[src/aem_div.sv]
// Pipelined restoring divider, one quotient bit per stage, with sideband.
// Needs num < den << Q_W. No package dependency.
module aem_div #(
	parameter int NUM_W  = 40,
	parameter int DEN_W  = 14,
	parameter int Q_W    = 26,
	parameter int SIDE_W = 1
) (
	input  logic              clk,
	input  logic              arst_n,
	input  logic              en,
	input  logic              in_vld,
	input  logic [NUM_W-1:0]  num,
	input  logic [DEN_W-1:0]  den,
	input  logic [SIDE_W-1:0] side,
	output logic              out_vld,
	output logic [Q_W-1:0]    quo,
	output logic [SIDE_W-1:0] side_out
);

	logic              vld_s  [1:Q_W];
	logic [DEN_W-1:0]  hi_s   [1:Q_W];
	logic [Q_W-1:0]    lo_s   [1:Q_W];
	logic [DEN_W-1:0]  den_s  [1:Q_W];
	logic [SIDE_W-1:0] side_s [1:Q_W];

	for (genvar k = 0; k < Q_W; k++) begin : g_step
		logic              src_vld;
		logic [DEN_W-1:0]  src_hi;
		logic [Q_W-1:0]    src_lo;
		logic [DEN_W-1:0]  src_den;
		logic [SIDE_W-1:0] src_side;
		logic [DEN_W:0]    trial;
		logic [DEN_W:0]    diff;
		logic              ge;

		if (k == 0) begin : g_first
			assign src_vld  = in_vld;
			assign src_hi   = DEN_W'(num >> Q_W);
			assign src_lo   = num[Q_W-1:0];
			assign src_den  = den;
			assign src_side = side;
		end else begin : g_next
			assign src_vld  = vld_s[k];
			assign src_hi   = hi_s[k];
			assign src_lo   = lo_s[k];
			assign src_den  = den_s[k];
			assign src_side = side_s[k];
		end

		assign trial = {src_hi, src_lo[Q_W-1]};
		assign ge    = trial >= {1'b0, src_den};
		assign diff  = trial - {1'b0, src_den};

		always_ff @(posedge clk or negedge arst_n) begin
			if (!arst_n) begin
				vld_s[k+1] <= 1'b0;
			end else if (en) begin
				vld_s[k+1] <= src_vld;
			end
		end

		always_ff @(posedge clk) begin
			if (en) begin
				hi_s[k+1]   <= ge ? diff[DEN_W-1:0] : trial[DEN_W-1:0];
				lo_s[k+1]   <= {src_lo[Q_W-2:0], ge};
				den_s[k+1]  <= src_den;
				side_s[k+1] <= src_side;
			end
		end
	end

	assign out_vld  = vld_s[Q_W];
	assign quo      = lo_s[Q_W];
	assign side_out = side_s[Q_W];

endmodule

[config.mk]
export PLATFORM = sky130hd
export DESIGN_NAME = aem_div
export DESIGN_NICKNAME = d
export VERILOG_FILES = /design/src/aem_div.sv
export SDC_FILE = /design/constraint.sdc
export NUM_CORES = 2
export LEC_CHECK = 0
export BUFFER_PORTS_ARGS = -buffer_cell sky130_fd_sc_hd__buf_2
export CELL_PAD_IN_SITES_DETAIL_PLACEMENT = 0
export CELL_PAD_IN_SITES_GLOBAL_PLACEMENT = 1
export CORE_ASPECT_RATIO = 1.25
export CORE_MARGIN = 2
export CORE_UTILIZATION = 48
export DETAILED_ROUTE_END_ITERATION = 10
export PLACE_DENSITY = 0.85
export SLEW_MARGIN = 20
export SYNTH_ARGS = -nofsm -noshare
export SYNTH_HDL_FRONTEND = slang
export SYNTH_SLANG_ARGS = --single-unit
export TNS_END_PERCENT = 100
[constraint.sdc]
create_clock -name clk -period 3.3 [get_ports clk]
set_clock_uncertainty 0.2 [all_clocks]
set_input_delay 0.165 -clock clk [delete_from_list [all_inputs] [get_ports clk]]
set_output_delay 0.165 -clock clk [all_outputs]
set_load 0.02 [all_outputs]
### After elaboration in Yosys (flattened, before gate mapping)

Memory sizes are Yosys's and may differ from the RTL's.
Cells that the tools add are included.
Widths: inputs -> output; s select.

| cells by class | value |
|---|---|
| add/sub/neg operators | 26 |
| $lt $le $gt $ge | 26 |
| muxes and demuxes | 28 |

Operators with widths:

| cell | number |
|---|---|
| $ge 15x14->1 | 26 |
| $mux 14 | 26 |
| $sub 14x14->14 | 26 |
| $mux 1 | 2 |

| word-level totals | value |
|---|---|
| bits in registers | 26 |
| RAM bits | 1430 |
| input bits | 59 |
| output and inout bits | 28 |
| word-level logic and storage cells | 110 |
| memories kept | 4 |

Memories:

| memory | words | bits a word | read ports | clocked after memory_dff | wr ports | line | RTL |
|---|---|---|---|---|---|---|---|
| lo_s | 26 | 26 | 26 | 0 | 26 | 23 | `logic [Q_W-1:0] lo_s [1:Q_W];` |
| den_s | 26 | 14 | 25 | 0 | 26 | 24 | `logic [DEN_W-1:0] den_s [1:Q_W];` |
| hi_s | 26 | 14 | 25 | 0 | 26 | 22 | `logic [DEN_W-1:0] hi_s [1:Q_W];` |
| side_s | 26 | 1 | 26 | 0 | 26 | 25 | `logic [SIDE_W-1:0] side_s [1:Q_W];` |

### Depth between registers and ports, before layout

| logic depth | value |
|---|---|
| depth in word-level cells | 2 |
| mapped depth | 13 |
| gate-level depth less buffers | 12 |

### Worst setup path before layout

No wires, ideal clock.

| path | value |
|---|---|
| path kind | reg2reg |
| start | register hi_s[5][18] (netlist name) |
| end | register hi_s[6][10] (netlist name) |
| library setup time | 0.260 ns |
| data arrival time | 2.668 ns |
| required time | 2.840 ns |
| slack | 0.172 ns |
| cell stages (with the launch flop) | 11 |
| buffers on the path | 1 |
| path through | edfxtp_1 -> ha_1 -> and4_1 -> and3_1 -> or3_1 -> o22a_1 -> o41ai_1 -> a21oi_1 -> a211oi_2 -> buf_6 -> mux2_2 |

==> flow_summary.yaml <==
status:
  status: "complete, no violations"
worst_setup_path:
  cp.required_ps: 3610
  rr_endpoint: "hi_s[7][19]$_DFFE_PP_"
  crit_fanout: 9
  crit_top_cell: "dlygate4sd3_1"
  endpoint: "hi_s[0][15]$_DFFE_PP_"
  r2r_setup_slack_ps: 130
  r2r_cells: 10
  startpoint: "num[26]"
  crit_path_cell_trace: "dlygate4sd3_1 > buf_2 > ha_1 > nor2b_1 > o31a_1 > o31ai_2 > a31o_2 > a211oi_1 > nor2_1 > buf_4 > mux2_2 > dlygate4sd3_1"
  critPathKind: "input pin to flip-flop"
  r2r_start: "hi_s[7][5]$_DFFE_PP_"
  critPathSlowestCell: "dlygate4sd3_1"
  worst_path_largest_cell_delay_ps: 550
  arrival_ps: 3520
  start_kind: "input pin"
  endpoint_kind: "flip-flop"
yosys:
  synthAdderAreaFrac_pct: 8.301
  synthesis.instances: 4574
  ys_warn_count: 0
  synth.area.mux_share_pct: 3.789
  synth.ff_latch_count: 1428
  synth_top_family_by_area: "compound AO/OA/AOI/OAI gates"
  ys.flop_type: "edfxtp_1"
  synth.avg_cell_area_um2: 14.14
  synth_xor_area_share_pct: 3.170
  syn_area_mm2: 0.06466
  synthArstFlopShare_pct: 1.821
  synthSimpleGateAreaFrac_pct: 6.072
  ys_seq_area_share_pct: 66.11
  synth_nets: 5047
  synth_compound_area_share_pct: 9.336
  synth_edf_count: 1402
  yosys.cell_types.count: 77
final_layout:
  final_util_pct: 55.75
  drive_above_1_share_pct: 13.66
  finalNetCount: 5487
  final_area_mm2: 0.07461
  final_cell_count_no_fill: 6874
  n_antenna_cell: 0
  syn_to_final_growth_pct: 15.38
die:
  coreArea_mm2: 0.1338
  num_io_pins: 87
  floorplan.rows: 150
  die_h_um: 414.4
  initial_core_util_pct: 48.32
  die_area_mm2: 0.1377
  die_width_um: 332.3
route:
  num_vias: 36310
  route.detailed.drc: 0
  vias_per_cell: 5.283
  drt-total-wl_mm: 110.3
  drtAntennaViolNets: 0
  firstDrtPassIters: 5
  post_drt_wl_per_cell_um: 16.05
  drt_iter0_markers: 1889
clocking:
  h-tree-depth: 4
  cts_tree: "yes"
  clkSinkCount: 1428
  path_clk_slew_ps: 60
  clk_latency_ps: 770
  cts_root_buf: "clkbuf_16"
  cts_inserted_buffers: 147
  cts_max_path_buffers: 3
global_routing:
  grt_pass1_wl_mm: 180.1
  antenna_found_initial: 0
  overflow: 0
  grt_max_degree: 115
  track_usage_pct: 16.08
  grt_pass1_vias: 36850
sta:
  hold_viol: 0
  slew_viol_final: 0
  timing.slew.headroom_pct: 55.39
  tightest_slew_ps: 669.2
  setup_ws_ps: 85.02
  finalCriticalPeriod_ps: 3215
  fin_setup_tns_ps: 0
  fmax_mhz: 311.0
  whs_ps: 112.1
  finalCritPeriodShare_pct: 97.42
  setup_viol: 0
placement:
  dpl.hpwl_mm: 77.29
  gp_congestion: 0.8640
  placed_cells: 6490
  place_ws_ps: -29.06
  dpl-instance-area_mm2: 0.06844
  io_buffers: 86
power_and_ir_drop:
  p_per_area_mw_per_mm2: 884.5
  finalPower_mw: 65.99
  p_leak_nw: 29.03
  irDropWorstVdd_mv: 0.4815
run:
  drv_cap: 0
worst_hold_path:
  hold_path_depth: 3
  hold_path.class: "input pin to flip-flop"
==> logic make-up after synthesis <==
| family | Yosys count |
|---|---|
| compound gates | 938 |
| xor+xnor | 234 |
| fa+ha+maj | 414 |
| buf+inv | 536 |
| flops | 1428 |
| mux | 214 |
| simple gates | 810 |
==> registers in the layout (all words and copies together) (netlist names) <==
name            count
out_vld             1
lo_s              676
side_s             26
hi_s              350
den_s             350
g_step.src_vld     25
==> cells in the mapped netlist (13+ instances only) <==
cell type | number | share of area, %
dfrtp_1 | 26 | 1.0
xor2_1 | 87 | 1.2
o21ai_0 | 197 | 1.5
inv_1 | 479 | 2.8
o31ai_1 | 16 | 0.19
edfxtp_1 | 1402 | 65
a211oi_1 | 37 | 0.43
nand2b_1 | 32 | 0.31
nand4_1 | 48 | 0.46
or2_2 | 16 | 0.15
o21bai_1 | 36 | 0.42
and4_1 | 14 | 0.19
mux2_4 | 16 | 0.37
clkbuf_1 | 34 | 0.20
a21oi_1 | 277 | 2.1
ha_1 | 389 | 7.5
nor2b_1 | 43 | 0.42
mux2i_1 | 16 | 0.25
mux2_2 | 180 | 3.1
nor2_1 | 266 | 1.5
o31a_1 | 22 | 0.30
a221o_1 | 14 | 0.22
nand3_1 | 51 | 0.39
and3_1 | 20 | 0.19
nor3_1 | 54 | 0.42
nand2_1 | 186 | 1.1
fa_1 | 25 | 0.77
o21a_1 | 46 | 0.53
nand3b_1 | 13 | 0.15
a21o_1 | 102 | 1.2
o211ai_1 | 29 | 0.34
xnor2_1 | 147 | 2.0
a31oi_1 | 30 | 0.29
==> repair_timing <==
item	in CTS	in global routing
hold buffers	121	0
buffers inserted	0	2
gates resized for setup	4	38
pin swaps	0	6
endpoints found under the hold margin	672	0
setup endpoints to repair	14	104
==> per-layer routing <==
layer | routed length [um] | global-route usage (%)
met1 | 44680 | 18.24
met2 | 57000 | 29.26
met3 | 4115 | 2.833
met4 | 4514 | 7.596
met5 | 0 | 0
==> critical path: cells and delay by family <==
kind	cells	cell delay (ps)
buffers and inverters	4	1460
adders and majority gates	1	300
muxes	1	330
AOI/OAI and AO/OA	4	900
and+or+nand+nor	2	350
==> worst min-delay path by stage <==
stage,start,end,slack (ps)
2_1_floorplan,arst_n,g_step[10].src_vld$_DFFE_PN0P_,-330
3_3_place_gp,arst_n,g_step[1].src_vld$_DFFE_PN0P_,-20
3_5_place_dp,arst_n,g_step[1].src_vld$_DFFE_PN0P_,-10
4_1_cts,num[35],hi_s[0][24]$_DFFE_PP_,10
5_1_grt,num[35],hi_s[0][24]$_DFFE_PP_,90
6_report,num[35],hi_s[0][24]$_DFFE_PP_,110
==> cell usage in the layout, fill, tap and decap left out, drive strengths merged, types with 13 or more instances in the layout <==
master          n
o211ai         29
bufinv         14
inv           488
a21o          102
o21bai         36
nor3           56
nor2          266
mux2          198
a21boi         14
xor2           87
and4           14
clkinv         54
a221o          14
nand2b         32
fa             25
or2            16
edfxtp       1402
a211oi         43
dfrtp          26
buf           228
o21a           46
nand2         186
nand3          51
a31oi          30
o31ai          16
mux2i          16
o31a           22
nand4          48
a21oi         278
clkbuf        177
nand3b         13
xnor2         147
dlygate4sd3   120
o21ai         205
ha            389
nor2b          43
and3           20
==> area by class of cell <==
class	count	area [um^2]
Clock buffer	177	3929
Clock inverter	84	867.1
Fill cell	10660	59210
Inverter	479	1798
Multi-Input combinational cell	2610	19950
Sequential cell	1428	42750
Tap cell	1748	2187
Timing Repair Buffer	348	3128
==> power breakdown <==
| part | switching [mW] | internal (mW) | leakage [nW] | total [mW] |
|---|---|---|---|---|
| sequential | 1.84 | 24.8 | 14.0 | 26.6 |
| combinational | 11.8 | 11.2 | 12.7 | 23.0 |
| clock | 6.78 | 9.61 | 2.33 | 16.4 |
(Power assumes the default switching activity.)
