--- config.mk ---
export PLATFORM = sky130hd
export DESIGN_NAME = aem_sqrt
export DESIGN_NICKNAME = d
export VERILOG_FILES = /design/src/aem_sqrt.sv
export SDC_FILE = /design/constraint.sdc
export NUM_CORES = 2
export LEC_CHECK = 0
export BUFFER_PORTS_ARGS = -buffer_cell sky130_fd_sc_hd__buf_2
export CAP_MARGIN = 10
export CORE_MARGIN = 8
export CORE_UTILIZATION = 25
export DETAILED_ROUTE_END_ITERATION = 12
export SLEW_MARGIN = 0
export SYNTH_ARGS = -nofsm -noshare
export SYNTH_HDL_FRONTEND = slang
export SYNTH_SLANG_ARGS = --single-unit
--- constraint.sdc ---
create_clock -name clk -period 4.3 [get_ports clk]
set_clock_uncertainty 0.1 [all_clocks]
set_input_delay 0.43 -clock clk [delete_from_list [all_inputs] [get_ports clk]]
set_output_delay 0.43 -clock clk [all_outputs]
set_load 0.03 [all_outputs]
--- src/aem_sqrt.sv ---
// Pipelined integer square root, one root bit per stage, with sideband.
// Root is floor(sqrt(val)). No package dependency.
module aem_sqrt #(
	parameter int V_W    = 54,
	parameter int SIDE_W = 1
) (
	input  logic               clk,
	input  logic               arst_n,
	input  logic               en,
	input  logic               in_vld,
	input  logic [V_W-1:0]     val,
	input  logic [SIDE_W-1:0]  side,
	output logic               out_vld,
	output logic [V_W/2-1:0]   root,
	output logic [SIDE_W-1:0]  side_out
);

	localparam int N   = V_W / 2;
	localparam int R_W = N + 2;

	logic              vld_s  [1:N];
	logic [R_W-1:0]    rem_s  [1:N];
	logic [V_W-1:0]    val_s  [1:N];
	logic [N-1:0]      root_s [1:N];
	logic [SIDE_W-1:0] side_s [1:N];

	for (genvar k = 0; k < N; k++) begin : g_step
		logic              src_vld;
		logic [R_W-1:0]    src_rem;
		logic [V_W-1:0]    src_val;
		logic [N-1:0]      src_root;
		logic [SIDE_W-1:0] src_side;
		logic [R_W+1:0]    t;
		logic [R_W+1:0]    trial;
		logic [R_W+1:0]    diff;
		logic              ge;

		if (k == 0) begin : g_first
			assign src_vld  = in_vld;
			assign src_rem  = '0;
			assign src_val  = val;
			assign src_root = '0;
			assign src_side = side;
		end else begin : g_next
			assign src_vld  = vld_s[k];
			assign src_rem  = rem_s[k];
			assign src_val  = val_s[k];
			assign src_root = root_s[k];
			assign src_side = side_s[k];
		end

		assign t     = {src_rem, src_val[V_W-1 -: 2]};
		assign trial = {R_W'(src_root), 2'b01};
		assign ge    = t >= trial;
		assign diff  = t - trial;

		always_ff @(posedge clk or negedge arst_n) begin
			if (!arst_n) begin
				vld_s[k+1] <= 1'b0;
			end else if (en) begin
				vld_s[k+1] <= src_vld;
			end
		end

		always_ff @(posedge clk) begin
			if (en) begin
				rem_s[k+1]  <= ge ? diff[R_W-1:0] : t[R_W-1:0];
				val_s[k+1]  <= src_val << 2;
				root_s[k+1] <= {src_root[N-2:0], ge};
				side_s[k+1] <= src_side;
			end
		end
	end

	assign out_vld  = vld_s[N];
	assign root     = root_s[N];
	assign side_out = side_s[N];

endmodule

Yosys cells after proc, flatten, opt, wreduce, memory -nomap -nowiden
Memories as Yosys holds them, arrays and structs flattened. Cells that the tools add are included.

Flip-flop bits (word level): 27. RAM bits: 2943. Bits of input ports: 59. Output and inout bits: 29. Logic and storage cells: 114. Memories kept: 4.

Add/subtract/negate cells: 27. Magnitude comparators: 27. Multiplexer cells: 29.

Memory list: val_s (words 27, width 52, rd ports 26, clocked after memory_dff 0, write ports 27, RTL line 23) `logic [V_W-1:0] val_s [1:N];`; rem_s (words 27, width 29, rd ports 26, clocked after memory_dff 0, write ports 27, RTL line 22) `logic [R_W-1:0] rem_s [1:N];`; root_s (words 27, width 27, rd ports 27, clocked after memory_dff 0, write ports 27, RTL line 24) `logic [N-1:0] root_s [1:N];`; side_s (words 27, width 1, rd ports 27, clocked after memory_dff 0, write ports 27, RTL line 25) `logic [SIDE_W-1:0] side_s [1:N];`.

Operators with widths (number): $ge 31x29->1 (26); $mux 29 (27); $sub 29x29->29 (26); $sub 2x1->3 const B (1); $ge 2x1->1 const B (1); $mux 1 (2).

Depth between registers and ports, before layout
An unclocked memory read counts as a cell.

Depth in word-level cells: 3. Depth in mapped cells: 13. Mapped depth without buffers: 13.

Least setup slack after synthesis
Ideal clock, no wire load.

Path type: register -> register. Start point: register, netlist name rem_s[0][736]. End point: register, netlist name rem_s[0][766]. Setup time: 0.270 ns. Arrival time: 2.999 ns. Data required time: 3.930 ns. Slack: 0.931 ns. Cell stages (with the launch flop): 13. Buffers on the path: 3. Clock period less this slack: 3.369 ns. Cells stage by stage: edfxtp_1 ha_1 clkbuf_1 nand2_1 a2111oi_0 nor2_1 o31ai_1 a41o_1 o21ai_0 nand3_1 clkbuf_1 buf_1 a21oi_1.

==> results.txt <==
----------------------------------------------------
[Yosys]
  Share of the synthesized netlist area taken by xor and xnor gates ... about 6.1%
  Number of instances in the synthesized netlist ... roughly 6600
  Sequential share of the synthesized area ... about two thirds
  Dominant combinational cell family by area after synthesis ... simple AND/OR/NAND/NOR gates
  Main synth FF type ... sky130_fd_sc_hd__edfxtp_1
  Syn Std Cell Area ... approximately 86000 sq um
  Post-synthesis adder-cell area fraction ... 5.95%
  Number of flops mapped to enable cells by yosys ... roughly 1800
  Net count after synthesis ... 7046
  Post-synthesis cell type count ... 85
  Asr flop ratio synth ... approximately 1.5%
  Multiplexer share of the synthesized area ... under 10%
  Syn avg cell area ... about 13 sq um
  Synthesized-area fraction occupied by ao, oa, aoi and oai cells ... 9.53%
  Synthesized-area fraction occupied by and/or/nand/nor cells ... roughly a tenth
  Warnings from Yosys ... 0
  Most area-hungry cell type in the Yosys netlist ... sky130_fd_sc_hd__edfxtp_1
  Post-synth top area share ... a little under two thirds
  Number of flip-flops and latches in the synthesized netlist ... roughly 1800
  Cells taking the most area after synthesis ... sky130_fd_sc_hd__edfxtp_1, sky130_fd_sc_hd__ha_1, sky130_fd_sc_hd__xnor2_1

[Worst setup path]
  Critical setup path kind ... reg -> reg
  Maximum cell stage delay along the critical path ... 0.75 ns
  Type of origin of the critical path ... flop
  Worst-case reg-to-reg path depth ... 11
  CP max FO ... 22
  Required time at the endpoint of the critical path ... ~4.7 ns
  Capturing element type of the critical path ... flop
  Ordered list of cells on the worst path ... ha_1 > o21a_1 > nor4_1 > o41a_1 > nor3_1 > nor4b_2 > o2111ai_1 > nor2_2 > buf_4 > buf_4 > o21ai_0
  Data arrival, critical path ... about 4.5 ns
  Source of the worst register-to-register timing path ... rem_s[0][464]
  Worst R2R End ... rem_s[0][497]
  Register-to-register setup slack ... between 0.2 and 0.3 ns
  Critical Path Most Common Cell ... sky130_fd_sc_hd__buf_4
  Crit path max-delay cell type ... sky130_fd_sc_hd__o21ai_0

[Min path]
  Min-delay worst type ... in -> reg
  Hold Crit Start ... en
  WHS Path Cells ... 1
  Terminating pin of the worst hold path ... root_s[0][27]

[Clock tree]
  Clock Latency Late Sink ... ~0.89 ns
  Number of buffers created by CTS ... roughly 200
  Master cell of the clock root buffer ... sky130_fd_sc_hd__clkbuf_16
  Clock tree from TritonCTS ... built
  Clk sink count ... 1848
  Post-CTS setup repair buffer count ... 0
  Clock transition at the registers of the reported paths ... 0.07 ns
  Max clock buf depth ... 4
  H-tree lvl count ... 4

[Run]
  Max capacitance violation total ... 0

[Floorplan]
  Rows ... 215
  Die span in x ... around 600 microns
  Area inside the core boundary ... between 300000 and 400000 sq um
  Number of ports placed on the die boundary ... 88
  Floorplan die area ... between 300000 and 400000 sq um
  Initial Utilization ... about a quarter
  Overall die height ... ~600 microns

[Finish]
  Final #Nets ... approximately 7400
  Sequential standard cell area ... 55400 sq um
  Number of fillers in the final layout ... around 34000
  Area growth from synthesis to layout ... 16.5%
  Proportion of layout cells with a drive suffix above 1 ... about 9%
  Footprint of the multi-input gates ... approximately 28000 sq um
  Antenna Diode Count ... 0

[Global route]
  Wire length of the first global-routing pass ... about 270 mm
  Pin count of the biggest net entering global routing ... approximately 120
  Via count of the first global-routing pass ... approximately 52000
  Overall fraction of global-route tracks in use ... under 10%
  GRT overflow ... 0
  Antenna violations before repair ... 1

[Power and ir drop]
  Highest ir drop seen on vdd ... around 0.47 mV
  Power density over the cells ... roughly 510 nW/um^2
  Leakage power total ... 37.4 nW

[Route]
  Total number of vias ... 50900
  DRC ... 0
  Detailed-route vias per instance ... about 4.4
  Number of nets with antenna violations after routing ... 0
  Total wirelength of the detailed-routed design ... about 170 mm
  DR WL/cell ... around 15 microns
  TritonRoute pass-1 iters ... 5
  Starting DRC count in detailed routing ... between 3000 and 4000

[Placement]
  DPL Wire Length ... around 120 mm
  Worst setup slack before clock tree synthesis ... about 0.24 ns
  Placer Congestion ... a little over 0.9
  Number of port buffers ... 87

[STA]
  Number of endpoints failing setup at the final stage ... 0
  Final hold viol count ... 0
  Total count of max-transition violations in the final report ... 0
  Final sum of negative setup slack ... 0 ns
  Final period util ... 93.7%
  Setup WS post-layout ... between 0.2 and 0.3 ns
  Pin slew with the least headroom to its limit ... between 1 and 1.5 ns
  Slew margin rel. ... between 20% and 30%
  Maximum achievable frequency ... roughly 250 MHz
  Setup repair after global routing missed its margin ... false
  Time the final worst path needs with I/O delays and setup ... 4.03 ns

[Outcome]
  Outcome ... complete, no violations

----------------------------------------------------
-- how the worst max path moves through the flow --
stage | from | end | slack, ns | cells past startpoint
floorplan | rem_s[0][736] | rem_s[0][766] | 0.93 | 12
global placement | root_s[1][99] | rem_s[0][599] | 0.14 | 9
detailed placement | root_s[1][99] | rem_s[0][599] | 0.24 | 9
CTS | root_s[1][99] | rem_s[0][599] | 0.11 | 9
global route | root_s[1][99] | rem_s[0][599] | 0.10 | 9
finish | rem_s[0][464] | rem_s[0][497] | 0.27 | 11
-- final cells by class --
| type | instances | area share [%] |
|---|---|---|
| flip-flops and latches | 1848 | 55.5 |
| multi-input cells | 4072 | 27.9 |
| clock inverters | 135 | 1.51 |
| clock buffers | 236 | 5.30 |
| well taps | 4557 | 5.72 |
| inverters | 527 | 1.98 |
| repair buffers | 246 | 2.12 |
-- cell families after synthesis --
family                   Yosys count
AND/OR/NAND/NOR                 1672
other                              1
AO/OA/AOI/OAI                   1307
XOR/XNOR                         595
adder cells (fa/ha/maj)          407
flip-flops                      1848
multiplexers                      90
buffers and inverters            660
-- cell usage after synthesis (22+ instances only) --
| cell type | n |
|---|---|
| sky130_fd_sc_hd__a211oi_1 | 27 |
| sky130_fd_sc_hd__dfrtp_1 | 27 |
| sky130_fd_sc_hd__a21oi_1 | 424 |
| sky130_fd_sc_hd__nand3_1 | 112 |
| sky130_fd_sc_hd__nand2b_1 | 88 |
| sky130_fd_sc_hd__nand2_1 | 434 |
| sky130_fd_sc_hd__a31oi_1 | 36 |
| sky130_fd_sc_hd__o31ai_1 | 32 |
| sky130_fd_sc_hd__nor2b_1 | 55 |
| sky130_fd_sc_hd__a21o_1 | 192 |
| sky130_fd_sc_hd__or2_2 | 24 |
| sky130_fd_sc_hd__clkbuf_1 | 117 |
| sky130_fd_sc_hd__or4_1 | 45 |
| sky130_fd_sc_hd__or3_1 | 54 |
| sky130_fd_sc_hd__nand3b_1 | 32 |
| sky130_fd_sc_hd__nand4_1 | 76 |
| sky130_fd_sc_hd__o21a_1 | 76 |
| sky130_fd_sc_hd__mux2_2 | 82 |
| sky130_fd_sc_hd__o21ai_0 | 301 |
| sky130_fd_sc_hd__o211ai_1 | 22 |
| sky130_fd_sc_hd__nor4_1 | 86 |
| sky130_fd_sc_hd__edfxtp_1 | 1821 |
| sky130_fd_sc_hd__and3_1 | 33 |
| sky130_fd_sc_hd__xnor2_1 | 330 |
| sky130_fd_sc_hd__inv_1 | 525 |
| sky130_fd_sc_hd__nor2_1 | 408 |
| sky130_fd_sc_hd__nor3_1 | 153 |
| sky130_fd_sc_hd__xor2_1 | 265 |
| sky130_fd_sc_hd__ha_1 | 407 |
| sky130_fd_sc_hd__o21bai_1 | 32 |
-- power breakdown --
group	total (W)	switching, W	internal, W	leakage (nW)
Combinational	0.00911	0.00516	0.00395	16.3
Sequential	0.0240	0.00138	0.0226	17.8
Clock	0.0176	0.00716	0.0104	3.28
Total	0.0507	0.0137	0.0370	37.4
-- layout by cell type, fill, tap and decap left out, drive strengths merged, types with 33 or more instances in the layout --
| master | instances |
|---|---|
| edfxtp | 1821 |
| inv | 533 |
| nand2 | 434 |
| a21oi | 426 |
| nor2 | 408 |
| ha | 407 |
| xnor2 | 330 |
| o21ai | 304 |
| xor2 | 265 |
| clkbuf | 236 |
| a21o | 192 |
| buf | 187 |
| nor3 | 156 |
| nand3 | 113 |
| clkinv | 89 |
| nand2b | 88 |
| nor4 | 87 |
| mux2 | 82 |
| nand4 | 76 |
| o21a | 76 |
| dlygate4sd3 | 59 |
| nor2b | 55 |
| or3 | 54 |
| or4 | 45 |
| a31oi | 36 |
| and3 | 33 |
-- sequential cells by signal, summed over array words and instances, names as in the netlist --
register and flops:
g_step.src_vld 26, out_vld 1, rem_s 714, root_s 378
side_s 27, val_s 702
-- through the flow --
stage,total power (W),hold WS [ns],util (%),area (sq um),std cells
floorplan,0.0305,0.0344,-,85600,6580
global placement,0.0332,0.302,27.0,92300,11200
detailed placement,0.0334,0.305,27.0,92300,11200
CTS,0.0514,0.0444,29.2,99700,11600
global route,0.0533,0.0814,29.2,99700,11600
finish,0.0507,0.0776,29.2,99700,11600
-- repair_timing --
| item | CTS | global route |
|---|---|---|
| hold endpoints to repair | 84 | 0 |
| hold buffers | 60 | 0 |
| endpoints found under the setup margin | 0 | 2 |
| resized for setup | 0 | 2 |
-- worst max-delay path: cells and delay by family (launching register included) --
kind                       cells  cell delay (ns)
AOI/OAI and AO/OA              4             1.72
adders and majority gates      1             0.37
buffers and inverters          2             0.44
DFF                            1             0.40
and+or+nand+nor                4             0.61
-- per-layer routing --
metal	vias up	track usage [%]	share of wire, %
li1	25000	-	-
met1	24400	10.3	41
met2	1076	16.2	50
met3	410	1.55	4.1
met4	0	4.12	4.8
met5	-	0	0
Note: power is estimated with default switching activity, not from simulation.
